**src/rtl/tlc_pkg.sv**
```systemverilog
// ----------------------------------------------------------------------------
// tlc_pkg
// Shared constants, register codes and trig tables of the thin-lens ray
// generator.
// ----------------------------------------------------------------------------
package tlc_pkg;

    localparam int COORD_BITS_DEF  = 20;
    localparam int SAMPLE_BITS_DEF = 16;
    localparam int SCREEN_BITS_DEF = 12;

    localparam int REG_W     = 60;
    localparam int LENS_W    = 16;
    localparam int SIZE_W    = 13;
    localparam int CFG_IDX_W = 3;

    localparam int NUM_BLADES = 9;
    localparam int BLADE_W    = 4;
    localparam int TRIG_W     = 16;
    localparam int XR_W       = 24;

    localparam int NORM_W     = 30;
    localparam int SUMSQ_W    = 62;
    localparam int ROOT_W     = 31;
    localparam int SQRT_STEPS = 31;
    localparam int DIR_W      = 16;
    localparam int DIR_FRAC   = 14;
    localparam int DIRN_W     = 45;
    localparam int DIRQ_W     = 17;

    typedef enum logic [CFG_IDX_W-1:0] {
        CFG_CAMERA_POS,
        CFG_LENS_SIZE,
        CFG_RIGHT_VEC,
        CFG_UP_VEC,
        CFG_CORNER_POINT,
        CFG_SCREEN_WIDTH,
        CFG_SCREEN_HEIGHT
    } t_cfg_idx;

    // Blade corner directions, Q1.14, 40 degrees apart
    function automatic logic signed [TRIG_W-1:0] cos_lut(input logic [BLADE_W-1:0] idx);
        logic signed [TRIG_W-1:0] val;
        case (idx)
            4'd0:    val = 16'sd16384;
            4'd1:    val = 16'sd12551;
            4'd2:    val = 16'sd2845;
            4'd3:    val = -16'sd8192;
            4'd4:    val = -16'sd15396;
            4'd5:    val = -16'sd15396;
            4'd6:    val = -16'sd8192;
            4'd7:    val = 16'sd2845;
            4'd8:    val = 16'sd12551;
            default: val = 16'sd16384;
        endcase
        return val;
    endfunction

    function automatic logic signed [TRIG_W-1:0] sin_lut(input logic [BLADE_W-1:0] idx);
        logic signed [TRIG_W-1:0] val;
        case (idx)
            4'd0:    val = 16'sd0;
            4'd1:    val = 16'sd10531;
            4'd2:    val = 16'sd16135;
            4'd3:    val = 16'sd14189;
            4'd4:    val = 16'sd5604;
            4'd5:    val = -16'sd5604;
            4'd6:    val = -16'sd14189;
            4'd7:    val = -16'sd16135;
            4'd8:    val = -16'sd10531;
            default: val = 16'sd0;
        endcase
        return val;
    endfunction

endpackage

```
**src/rtl/tlc_isqrt.sv**
```systemverilog
// ----------------------------------------------------------------------------
// tlc_isqrt
// Pipelined floor integer square root, one root bit per stage.
// ----------------------------------------------------------------------------
module tlc_isqrt import tlc_pkg::*; (
    input  logic               i_clk,
    input  logic               i_en,
    input  logic [SUMSQ_W-1:0] i_n,
    output logic [ROOT_W-1:0]  o_root
);
    logic [SUMSQ_W-1:0] r_n [SQRT_STEPS];
    logic [SUMSQ_W-1:0] r_r [SQRT_STEPS];

    for (genvar g = 0; g < SQRT_STEPS; g++) begin : g_stage
        localparam logic [SUMSQ_W-1:0] STEP_BIT = SUMSQ_W'(1) << (SUMSQ_W - 2 - 2 * g);
        logic [SUMSQ_W-1:0] w_n;
        logic [SUMSQ_W-1:0] w_r;
        logic [SUMSQ_W:0]   w_try;
        logic               w_ge;

        if (g == 0) begin : g_first
            assign w_n = i_n;
            assign w_r = '0;
        end else begin : g_next
            assign w_n = r_n[g-1];
            assign w_r = r_r[g-1];
        end

        assign w_try = {1'b0, w_r} + {1'b0, STEP_BIT};
        assign w_ge  = {1'b0, w_n} >= w_try;

        always_ff @(posedge i_clk) begin
            if (i_en) begin
                r_r[g] <= w_ge ? (w_r >> 1) + STEP_BIT : (w_r >> 1);
            end
        end

        if (g < SQRT_STEPS - 1) begin : g_carry
            always_ff @(posedge i_clk) begin
                if (i_en) begin
                    r_n[g] <= w_ge ? w_n - w_try[SUMSQ_W-1:0] : w_n;
                end
            end
        end
    end

    assign o_root = r_r[SQRT_STEPS-1][ROOT_W-1:0];
endmodule

```
**config.mk**
```make
export PLATFORM = sky130hd
export DESIGN_NAME = tlc_isqrt
export DESIGN_NICKNAME = d
export VERILOG_FILES = /design/src/rtl/tlc_pkg.sv /design/src/rtl/tlc_isqrt.sv
export SDC_FILE = /design/constraint.sdc
export NUM_CORES = 2
export LEC_CHECK = 0
export BUFFER_PORTS_ARGS = -buffer_cell sky130_fd_sc_hd__buf_2
export CAP_MARGIN = 20
export CORE_MARGIN = 1.5
export CORE_UTILIZATION = 55
export CTS_BUF_LIST = sky130_fd_sc_hd__clkbuf_8
export DETAILED_ROUTE_END_ITERATION = 6
export GPL_TIMING_DRIVEN = 0
export PLACE_DENSITY = 0.82
export SLEW_MARGIN = 30
export SYNTH_ARGS = -nofsm -noshare
export SYNTH_HDL_FRONTEND = slang
export SYNTH_SLANG_ARGS = --single-unit
export TNS_END_PERCENT = 1
```
**constraint.sdc**
```tcl
create_clock -name i_clk -period 3.45 [get_ports i_clk]
set_input_delay 0.1725 -clock i_clk [delete_from_list [all_inputs] [get_ports i_clk]]
set_output_delay 0.1725 -clock i_clk [all_outputs]
set_load 0.01 [all_outputs]
```
==> flow_summary.json <==
{
  "syn_inst": 8861,
  "drt-wirelength-per-cell_um": 22.9,
  "cts.path.max_buffers": 4,
  "drt_iter0_markers": 8125,
  "multi_input_area_um2": 41600,
  "r2r.worst_path.cells": 13,
  "clock_sinks": 2356,
  "pin_count": 95,
  "power.density_nw_per_um2": 638,
  "period_share_pct": 111,
  "vias": 75700,
  "finClkSkew_ps": 109,
  "worst_slew_pin_slew_ps": 1060,
  "final_critical_path_setup_slack_ps": -381,
  "internal-power_w": 0.0572,
  "violations": "negative setup slack",
  "crit_start": "r_n[1][798]",
  "crit_type": "flip-flop to flip-flop",
  "maxCapViolations": 0,
  "wl_um": 288000,
  "core_area_um2": 203000,
  "cts_root_buf": "clkbuf_8",
  "hold_path_class": "primary input to flip-flop",
  "ir_worst_vdd_mv": 0.478,
  "grt_pass1_vias": 74400,
  "ys_ff_latch": 2356,
  "r2r-end": "r_n[1][846]",
  "r2r_start": "r_n[1][798]",
  "track_usage_pct": 27.2,
  "fmax_mhz": 261,
  "post-place-ws_ps": -1630,
  "io_buffers": 94,
  "drive_gt1_share_pct": 13.9,
  "num-fill-cells": 14500,
  "synth_cell_types": 85,
  "seq_area_um2": 70700,
  "worstSkewPairLatency_ps": 1070,
  "synthTopCellsByArea": "edfxtp_1 (63%), ha_1 (5.8%), xor2_1 (3.2%)",
  "synth.most_common_cell": "edfxtp_1",
  "synth_compound_area_share_pct": 9.25,
  "ys_async_sr_fraction_pct": 0,
  "slowest_delay_ps": 570,
  "grt_start_max_net_pins": 143,
  "status": "complete, but fails checks",
  "drcViolationCount": 0,
  "syn_avg_cell_area_um2": 12.7,
  "die_area_um2": 207000,
  "dr_wl_met3_um": 20800,
  "fin_crit_ps": 3830,
  "rsz0062_at_grt": "true",
  "cp_cell_sequence": "or4_4 > or3_4 > or3_4 > or4_4 > a211o_1 > a21oi_4 > inv_4 > o311a_4 > nand2_4 > buf_8 > buf_6 > nor2_1 > xor2_1",
  "switching_share_pct": 30.9,
  "synth_top_area_cell": "edfxtp_1",
  "synth-xor-area-share_pct": 6.35,
  "combPwrFrac_pct": 23.1,
  "yosys-top-cells-count": "edfxtp_1 (2356), inv_1 (646), a21oi_1 (585)",
  "path_max_fanout": 6,
  "hold_viol_final": 0,
  "hpwl_um": 201000,
  "worst-path-stages": 13,
  "synth_top_family_by_area": "simple AND/OR/NAND/NOR gates",
  "yosys.area_share.simple_pct": 11.8,
  "critPathLaunchType": "flip-flop",
  "ys.flop_type": "edfxtp_1",
  "cp.arrival_ps": 4670,
  "die_height_um": 455,
  "pwr-share-clk_pct": 29.3,
  "top_layer_used": "met4",
  "dpl.cell_count": 11600,
  "synth_top_area_share_pct": 63.0,
  "final_cells": 12500,
  "cp_slowest_cell": "or4_4",
  "seq_area_frac_synth_pct": 63.0,
  "floorplan.initialDensity_pct": 55.5,
  "cpLargestDelayFamily": "simple AND/OR/NAND/NOR gates",
  "power_leakage_nw": 49.3,
  "ant_nets": 0,
  "place.gp.congestion": 0.947,
  "clk_pin_slew_worst_paths_ps": 60,
  "relSlewSlack_pct": 28.6,
  "worstPathRequired_ps": 4290,
  "synth_fp_nets": 9450,
  "syn_area_um2": 112000,
  "cts_tree": "built",
  "cp-endpoint": "r_n[1][846]",
  "synth_mux_area_share_pct": 1.04,
  "wl_met2_um": 141000,
  "whs_ps": 77.0,
  "rows": 165,
  "yosys_warnings": 0,
  "maxSlewViolCount": 0,
  "die_w_um": 455,
  "firstDrtPassIters": 6,
  "syn_to_final_growth_pct": 15.5,
  "reg2reg_setup_slack_ps": -380,
  "synth_fa_ha_area_share_pct": 5.85,
  "seq_power_share_pct": 47.6,
  "met1_length_um": 117000,
  "cts_max_level": 5,
  "final-setup-viol-count": 160,
  "grt_remaining_overflow": 0,
  "power.total_w": 0.0828,
  "endpoint_kind": "flip-flop",
  "post-route-util_pct": 64.1,
  "numCtsBuffers": 388,
  "grt_pass1_wl_um": 434000,
  "p_sw_w": 0.0256,
  "synth_edf_count": 2356,
  "antenna_found_initial": 10,
  "crit_buf_inv": 3,
  "fin_nets": 10200,
  "via_per_inst": 6.04
}
[repair_timing]
action	4_1_cts	5_1_grt
hold endpoints to repair	498	54
hold buffers	127	2
resized for setup	482	351
cloned	0	0
setup buffers	35	65
endpoints found under the setup margin	757	824
pin swaps	84	85
[placed cells by master, fill, tap and decap left out, types with 38 or more instances in the layout]
master            n
a21o_1          240
a21oi_1         563
a31oi_1          40
and3_1           42
buf_2           104
buf_4            87
clkbuf_1         74
clkbuf_8        403
clkinv_1         84
clkinv_2         55
dlygate4sd3_1   127
edfxtp_1       2356
ha_1            455
ha_4             48
inv_1           734
mux2_2           88
nand2_1         478
nand2b_1        113
nand3_1         106
nand4_1         155
nor2_1          557
nor2b_1          73
nor3_1          214
nor4_1          258
nor4b_1          38
o21a_1           80
o21ai_0         328
o21ai_1          51
or2_2            42
or3_1            85
or4_1            56
xnor2_1         398
xor2_1          409
[worst min-delay path: cells and delay by family]
family   cells  cell delay [ps]
buf+inv      3              680
[power groups by stage]
stage / Sequential [W] / Clock (W) / Combinational (W)
after floorplan: 0.0384 / 0 / 0.0125
after global placement: 0.0415 / 0 / 0.0162
after detailed placement: 0.0398 / 0 / 0.0169
after CTS: 0.0393 / 0.0245 / 0.0179
after global routing: 0.0397 / 0.0258 / 0.0209
final: 0.0394 / 0.0243 / 0.0191
[through the flow]
step	instance area, um^2	setup TNS [ps]
5_1_grt	130000	-54970
2_1_floorplan	112000	-3380
3_5_place_dp	117000	-588940
6_report	130000	-24020
4_1_cts	128000	-25170
3_3_place_gp	116000	-
[sequential cells by signal, indices dropped and copies added, names as in the netlist]
name / count
r_n: 1860
r_r: 496
[cell families (layout without fill, tap and decap cells)]
| kind of cell | after synthesis | in the layout |
|---|---|---|
| adders and majority gates | 525 | 525 |
| AOI/OAI and AO/OA | 1684 | 1684 |
| muxes | 105 | 105 |
| other | 0 | 4 |
| and+or+nand+nor | 2545 | 2545 |
| DFF | 2356 | 2356 |
| xor gates and xnor gates | 815 | 815 |
| buffers and inverters | 831 | 1823 |
[area by class of cell]
type / count / area share [%]
inverter: 649 / 1.89
sequential: 2356 / 54.5
clock inverter: 278 / 1.50
multi-input combinational: 5674 / 32.1
antenna: 4 / 0.00771
timing repair buffer: 336 / 2.38
tap: 2672 / 2.58
clock buffer: 396 / 4.20
buffer: 164 / 0.881
[per-layer routing]
metal | global-route usage [%] | vias up
li1 | - | 34700
met1 | 36.0 | 37100
met2 | 45.7 | 3188
met3 | 4.76 | 640
met4 | 8.80 | 0
met5 | 0 | -
[worst min path at each step]
stage          slack, ps  cells past startpoint          end     from
2_1_floorplan        270                      0    r_n[0][0]   i_n[0]
3_3_place_gp         370                      1   r_n[0][31]  i_n[31]
3_5_place_dp         370                      1   r_n[0][28]  i_n[28]
4_1_cts               60                      2   r_n[1][60]     i_en
5_1_grt               90                      3  r_n[0][974]     i_en
6_report              80                      3  r_n[0][974]     i_en
No activity file was read; power rests on OpenSTA's default activity.
