<file path="src/rtl/tlc_udiv.sv">
// ----------------------------------------------------------------------------
// tlc_udiv
// Pipelined restoring divider, one quotient bit per stage.
// ----------------------------------------------------------------------------
module tlc_udiv #(
    parameter int NUM_W = 32,
    parameter int DEN_W = 16,
    parameter int QUO_W = 16
) (
    input  logic             i_clk,
    input  logic             i_en,
    input  logic [NUM_W-1:0] i_num,
    input  logic [DEN_W-1:0] i_den,
    output logic [QUO_W-1:0] o_quo
);
    localparam int CMP_W = (NUM_W > DEN_W + QUO_W) ? NUM_W : DEN_W + QUO_W;

    logic [NUM_W-1:0] r_rem [QUO_W];
    logic [DEN_W-1:0] r_den [QUO_W];
    logic [QUO_W-1:0] r_quo [QUO_W];

    for (genvar g = 0; g < QUO_W; g++) begin : g_stage
        logic [NUM_W-1:0] w_rem;
        logic [DEN_W-1:0] w_den;
        logic [QUO_W-1:0] w_quo;
        logic [CMP_W-1:0] w_sub;
        logic             w_ge;
        logic [NUM_W-1:0] n_rem;
        logic [QUO_W-1:0] n_quo;

        if (g == 0) begin : g_first
            assign w_rem = i_num;
            assign w_den = i_den;
            assign w_quo = '0;
        end else begin : g_next
            assign w_rem = r_rem[g-1];
            assign w_den = r_den[g-1];
            assign w_quo = r_quo[g-1];
        end

        assign w_sub = CMP_W'(w_den) << (QUO_W - 1 - g);
        assign w_ge  = CMP_W'(w_rem) >= w_sub;

        always_comb begin
            n_rem = w_ge ? NUM_W'(CMP_W'(w_rem) - w_sub) : w_rem;
            n_quo = w_quo;
            n_quo[QUO_W-1-g] = w_ge;
        end

        always_ff @(posedge i_clk) begin
            if (i_en) begin
                r_quo[g] <= n_quo;
            end
        end

        if (g < QUO_W - 1) begin : g_carry
            always_ff @(posedge i_clk) begin
                if (i_en) begin
                    r_rem[g] <= n_rem;
                    r_den[g] <= w_den;
                end
            end
        end
    end

    assign o_quo = r_quo[QUO_W-1];
endmodule

</file>
<file path="config.mk">
export PLATFORM = sky130hd
export DESIGN_NAME = tlc_udiv
export DESIGN_NICKNAME = d
export VERILOG_FILES = /design/src/rtl/tlc_udiv.sv
export SDC_FILE = /design/constraint.sdc
export NUM_CORES = 1
export LEC_CHECK = 0
export ABC_AREA = 1
export BUFFER_PORTS_ARGS = -buffer_cell sky130_fd_sc_hd__clkbuf_2
export CELL_PAD_IN_SITES_DETAIL_PLACEMENT = 1
export CELL_PAD_IN_SITES_GLOBAL_PLACEMENT = 2
export CORE_MARGIN = 8
export CORE_UTILIZATION = 43
export DETAILED_ROUTE_END_ITERATION = 10
export MAX_ROUTING_LAYER = met4
export PLACE_DENSITY = 0.95
export SKIP_LAST_GASP = 1
export SLEW_MARGIN = 20
export SYNTH_ARGS = -nofsm -noshare
export SYNTH_HDL_FRONTEND = slang
export SYNTH_SLANG_ARGS = --single-unit
</file>
<file path="constraint.sdc">
create_clock -name i_clk -period 5.6 [get_ports i_clk]
set_input_delay 0.56 -clock i_clk [delete_from_list [all_inputs] [get_ports i_clk]]
set_output_delay 0.56 -clock i_clk [all_outputs]
set_load 0.005 [all_outputs]
</file>
==> metrics.txt, run 1 <==
P per Cell Area 475 nW/µm²; CTS tree built; Final Hold Fails 0; Final ANT Viol Nets 0; Max Transition Viols Final 0; H-tree levels 3; global route overflow 0; Starting Density 43.2%; Post CTS Setup Buffer Count 0; endpoint class of the critical path register; sequential share of the synthesized area 49.7%; Lkg Pwr 26.5 nW; Min-Delay Path Class in2reg; Ports 66; Sequential Area 25,700 µm²; CTS Root Cell clkbuf_16; die area 132,000 µm²; DRT iter0 DRCs 2,985; Tot Pwr 0.0273 W; share of cells above drive strength 1 5.45%; worst slew pin tran 0.952 ns; Setup TNS 0 ns; aggregate global-route resource usage 24.9%; Row Count 127; crit path buf inv count 1; slowest stage cell, crit path inv_1; CP cell instances ha_1 -> nand2_1 -> nand3_1 -> a21oi_1 -> nand2_1 -> nand2_1 -> nand3_1 -> inv_1 -> nand2_1 -> nand2_1; flops & latches, synth 856; Critical Path Max Stage Delay 0.89 ns; hpwl dp 124,000 µm; Syn Nets 6,615; multi-input logic area 21,600 µm²; first-pass GRT wire length 253,000 µm; Cell Area, Synth 51,700 µm²; CTS clk-pin slew, worst paths 0.07 ns; Final setup viols 0; antenna violations before repair 2; vias in the first global route 44,266; Die Span X 363 µm; worst-skew pair later-pin latency 0.73 ns; commonest non-fill, non-tap cell in the layout nand2_1; max_slew headroom 35.9%; min Tclk post-route 3.56 ns; Vert. Die Dim 363 µm; Cell variety after synth 46; clk sinks 856; fmax 281 MHz; largest net degree at the start of global routing 150; FILL cells 14,384; startpoint types register; Final nets 6,752; critical path class reg2reg; final RePlAce weighted congestion 0.909; routed len/inst 19.9 µm; status complete, no violations; CTS Buffer Depth 3; CP arrival 4.13 ns; maximum vdd drop 0.000265 V; final period utilization 63.6%; Clock Skew 0.0523 ns; Avg Synthesized Cell Area 8.21 µm²; number of I/O port buffers 65; most frequent cells in the layout nand2_1, inv_1, edfxtp_1; via/cell ratio 5.22; drt drc 0; Synth warnings 0; Via Count 42,437; Routed WL 161,000 µm; crit path max fanout 21; count of mapped cells out of synthesis 6,294; Pre-antenna DRT Iters 5; Hold Slack 0.0409 ns; cell family with most CP delay simple AND/OR/NAND/NOR gates; core area 120,000 µm²; RSZ-0062 raised after global routing false; area added between synthesis and finish 11.1%; Critical Path RT 6.17 ns; CTS buffer count 100; MaxCap Viol Count 0; Most common cell on crit path nand2_1
registers in the layout (all words and copies together) (netlist names):
name   count
r_quo    136
r_rem    480
r_den    240
logic make-up (layout without fill, tap and decap cells):
logic type | count (synthesis) | after routing | share of synthesized area (%)
AO/OA/AOI/OAI | 435 | 435 | 4.66
XOR/XNOR | 147 | 147 | 2.49
AND/OR/NAND/NOR | 3473 | 3473 | 27.8
adder cells (fa/ha/maj) | 271 | 271 | 6.78
buffers and inverters | 1112 | 1331 | 8.53
other | 0 | 1 | 0
flip-flops | 856 | 856 | 49.7
metrics by stage:
stage	std cells	utilization [%]	cell area, µm²	setup slack (ns)
floorplan	6294	-	51700	3.36
global placement	7931	45.0	53800	2.15
detailed placement	7931	45.0	53800	2.00
CTS	8125	48.0	57400	1.99
global route	8126	48.0	57400	1.66
finish	8126	48.0	57400	2.04
worst paths after layout:
path                                 from                      end  slack [ns]  cells past startpoint
hold / removal                  i_den[12]   r_den[0][12]$_DFFE_PP_        0.04                      1
hold reg to reg    r_quo[8][10]$_DFFE_PP_   r_quo[9][10]$_DFFE_PP_        0.41                      0
setup reg to reg  r_rem[0][171]$_DFFE_PP_  r_rem[0][212]$_DFFE_PP_        2.04                     10
setup / recovery  r_rem[0][171]$_DFFE_PP_  r_rem[0][212]$_DFFE_PP_        2.04                     10
Yosys cell counts (all sizes together):
master	n	area, µm²
a21boi	3	22.5
a21o	7	52.6
a21oi	277	1490
a31oi	1	6.26
and2	13	81.3
and3	1	6.26
buf	53	434
edfxtp	856	25700
fa	15	300
ha	256	3200
inv	1059	3980
nand2	2253	8520
nand3	407	2100
nand3b	44	330
nand4	103	644
nor2	557	2160
nor3	67	363
nor3b	2	15.0
nor4	7	43.8
o211ai	1	7.51
o21ai	122	644
o21bai	24	184
or2	19	119
xnor2	38	333
xor2	109	955
area by class of cell:
class                           instances  share of cell area [%]
Clock inverter                         74                    1.67
Multi-Input combinational cell       4326                    37.6
Clock buffer                          110                    4.46
Timing Repair Buffer                   88                    1.06
Inverter                             1059                    6.93
Antenna cell                            1                 0.00436
Tap cell                             1612                    3.51
Sequential cell                       856                    44.8
per-layer routing:
metal,track usage [%],vias to the layer above,routed length [µm]
li1,-,20584,-
met1,32.2,20658,72400
met2,41.5,909,77600
met3,2.54,286,6540
met4,7.67,0,4900
met5,-,-,0
power breakdown:
| part | internal, W | switching [W] |
|---|---|---|
| Clock | 0.00412 | 0.00294 |
| Sequential | 0.00874 | 0.00102 |
| Combinational | 0.00336 | 0.00708 |
repair_timing:
item	in CTS	in global routing
gates resized for setup	0	0
endpoints found under the hold margin	10	0
endpoints found under the setup margin	0	0
hold buffers	10	0
(Power assumes the default switching activity.)
==> run 2, diff against run 1 <==
--- a/config.mk
+++ b/config.mk
@@ -10,10 +10,10 @@
 export CELL_PAD_IN_SITES_DETAIL_PLACEMENT = 1
 export CELL_PAD_IN_SITES_GLOBAL_PLACEMENT = 2
 export CORE_MARGIN = 8
-export CORE_UTILIZATION = 43
+export CORE_UTILIZATION = 36
 export DETAILED_ROUTE_END_ITERATION = 10
 export MAX_ROUTING_LAYER = met4
-export PLACE_DENSITY = 0.95
+export PLACE_DENSITY = 0.87
 export SKIP_LAST_GASP = 1
 export SLEW_MARGIN = 20
 export SYNTH_ARGS = -nofsm -noshare
==> constraint.sdc (replaced) <==
create_clock -name i_clk -period 2.9 [get_ports i_clk]
set_input_delay 0.29 -clock i_clk [delete_from_list [all_inputs] [get_ports i_clk]]
set_output_delay 0.29 -clock i_clk [all_outputs]
set_load 0.005 [all_outputs]
==> run 2 against run 1 <==
First-iteration DRC count down 14%. Via count fell by 1.0%. Hold slack improved by 0.27 ns. Final area grew 1.9%. Setup slack lost 1.8 ns. Sequential share of layout area is 0.83 points lower. Flip-flop and latch count unchanged. Clock power rose by 84%. Largest power group unchanged.
==> metrics.txt, run 2 (synthesized netlist as in run 1, its figures left out) <==
hold path endpoint r_den[0][15]$_DFFE_PP_; Reg with most FFs r_rem; final period utilization 92.3% (+29 points); crit path max fanout 4 (-81%); commonest non-fill, non-tap cell in the layout nand2_1; Setup TNS 0 ns (unchanged); r2r setup slk 0.22 ns (-1.81 ns); Max Transition Viols Final 0 (unchanged); Row Count 139 (+9.4%); CTS Root Cell clkbuf_16; P per Cell Area 890 nW/µm² (+87%); first-pass GRT wire length 247,000 µm (-2.1%); area added between synthesis and finish 13.2%; Final Hold Fails 0 (unchanged); design area 58,500 µm² (+1.9%); Pre-antenna DRT Iters 5 (unchanged); Ports 66 (unchanged); Routed WL 158,000 µm (-2.1%); fmax 374 MHz (+33%); H-tree levels 3 (unchanged); FILL cells 17,148 (+19%); Lkg Pwr 26.9 nW (+1.5%); WHS Path Cells 2 (+1); via/cell ratio 4.94 (-5.5%); Final nets 6,844 (+1.4%); Final setup viols 0 (unchanged); min Tclk post-route 2.68 ns (-0.887 ns); critical path class reg2reg; vias in the first global route 43,861 (-0.91%); max_slew headroom 49.4% (+13 points); share of cells above drive strength 1 6.13% (+0.68 points); Vert. Die Dim 395 µm (+8.9%); Critical Path RT 3.35 ns (-2.82 ns); clk sinks 856 (unchanged); Min-Delay Path Class in2reg; final RePlAce weighted congestion 0.889 (-2.2%); RSZ-0062 raised after global routing false; worst-skew pair later-pin latency 0.72 ns (about the same); maximum vdd drop 0.000455 V (+71%); CTS buffer count 101 (+1.0%); worst slew pin tran 0.760 ns (-0.192 ns); Min-Delay Startpoint i_den[15]; worst r2r src r_rem[0][138]$_DFFE_PP_; hpwl dp 126,000 µm (+0.98%); number of I/O port buffers 65 (unchanged); CTS tree built; Die Span X 395 µm (+8.9%); MaxCap Viol Count 0 (unchanged); core area 143,000 µm² (+20%); CTS clk-pin slew, worst paths 0.06 ns (about the same); DRT iter0 DRCs 2,559 (-14%); max reg flops 480 (unchanged); status complete, no violations; Final ANT Viol Nets 0 (unchanged); endpoint class of the critical path register; Starting Density 36.1% (-7.1 points); aggregate global-route resource usage 20.4% (-4.5 points); routed len/inst 18.6 µm (-6.5%); Largest regs r_rem x480, r_den x240, r_quo x136; largest net degree at the start of global routing 91 (-39%); Clock Skew 0.0373 ns (-0.0150 ns); Worst R2R Path Depth 12 (+2); die area 156,000 µm² (+19%); global route overflow 0 (unchanged); Hold Slack 0.310 ns (+0.269 ns); Via Count 42,010 (-1.0%); most frequent cells in the layout nand2_1, inv_1, edfxtp_1; r2r endpoint r_rem[0][184]$_DFFE_PP_; startpoint types register; CP arrival 3.13 ns (-1.00 ns); antenna violations before repair 2 (unchanged); Post-Place Cell Area 54,600 µm² (+1.6%); CTS Buffer Depth 3 (unchanged); drt drc 0 (unchanged)
run 2: stage by stage:
| stage | util, % | cells | total power (W) | worst slack, ns |
|---|---|---|---|---|
| 6_report | 40.9 | 8511 | 0.0521 | 0.223 |
| 5_1_grt | 40.9 | 8511 | 0.0558 | 0.0788 |
| 4_1_cts | 40.9 | 8509 | 0.0524 | 0.131 |
| 2_1_floorplan | - | 6294 | 0.0322 | 0.760 |
| 3_3_place_gp | 38.2 | 8274 | 0.0385 | 0.269 |
| 3_5_place_dp | 38.2 | 8274 | 0.0391 | 0.205 |
run 2: power by group:
| group | switching [W] | internal, W | leakage (nW) |
|---|---|---|---|
| Combinational | 0.0134 | 0.00668 | 17.0 |
| Clock | 0.00552 | 0.00752 | 1.63 |
| Sequential | 0.00201 | 0.0169 | 8.25 |
| Total | 0.0210 | 0.0311 | 26.9 |
run 2: what timing repair did:
action	CTS	global route
endpoints found under the hold margin	58	0
hold buffers	49	0
buffers inserted	0	0
resized for setup	0	1
endpoints found under the setup margin	0	4
run 2: worst max-delay path: stages, from the launching register on:
cell and delay (ns):
edfxtp_1 0.37, inv_1 0.10, ha_1 0.15, inv_1 0.10, fa_1 0.50, a21oi_1 0.47, o21ai_0 0.23, nand2_1 0.18
nand2_1 0.07, nand2_1 0.06, nand2_1 0.06, nand2_1 0.05, nand2_1 0.08
run 2: cell type report:
cell class	instances	area [µm²]	share of cell area (%)
clock inverter	73	757	1.29
antenna	2	5.00	0.00855
tap	1903	2380	4.07
sequential	856	25700	43.9
multi-input combinational	4326	21600	36.9
inverter	1059	3980	6.80
timing repair buffer	179	1480	2.52
clock buffer	113	2620	4.47
run 2: worst max-delay path by stage:
stage	from	endpoint	depth (start not counted)
6_report	r_rem[0][138]$_DFFE_PP_	r_rem[0][184]$_DFFE_PP_	12
5_1_grt	r_den[0][96]$_DFFE_PP_	r_rem[0][232]$_DFFE_PP_	11
3_5_place_dp	r_den[0][83]$_DFFE_PP_	r_rem[0][201]$_DFFE_PP_	10
4_1_cts	r_den[0][83]$_DFFE_PP_	r_rem[0][201]$_DFFE_PP_	10
3_3_place_gp	r_den[0][83]$_DFFE_PP_	r_rem[0][201]$_DFFE_PP_	10
2_1_floorplan	r_den[0][96]$_DFFE_PP_	r_rem[0][241]$_DFFE_PP_	13
run 2: metal layers:
metal / global-route usage, % / wire, µm / vias up / part of all wire, %
li1: - / - / 20764 / -
met1: 25.8 / 71400 / 20256 / 45
met2: 34.0 / 75700 / 714 / 48
met3: 2.44 / 5830 / 276 / 3.7
met4: 6.88 / 5180 / 0 / 3.3
met5: - / 0 / - / 0
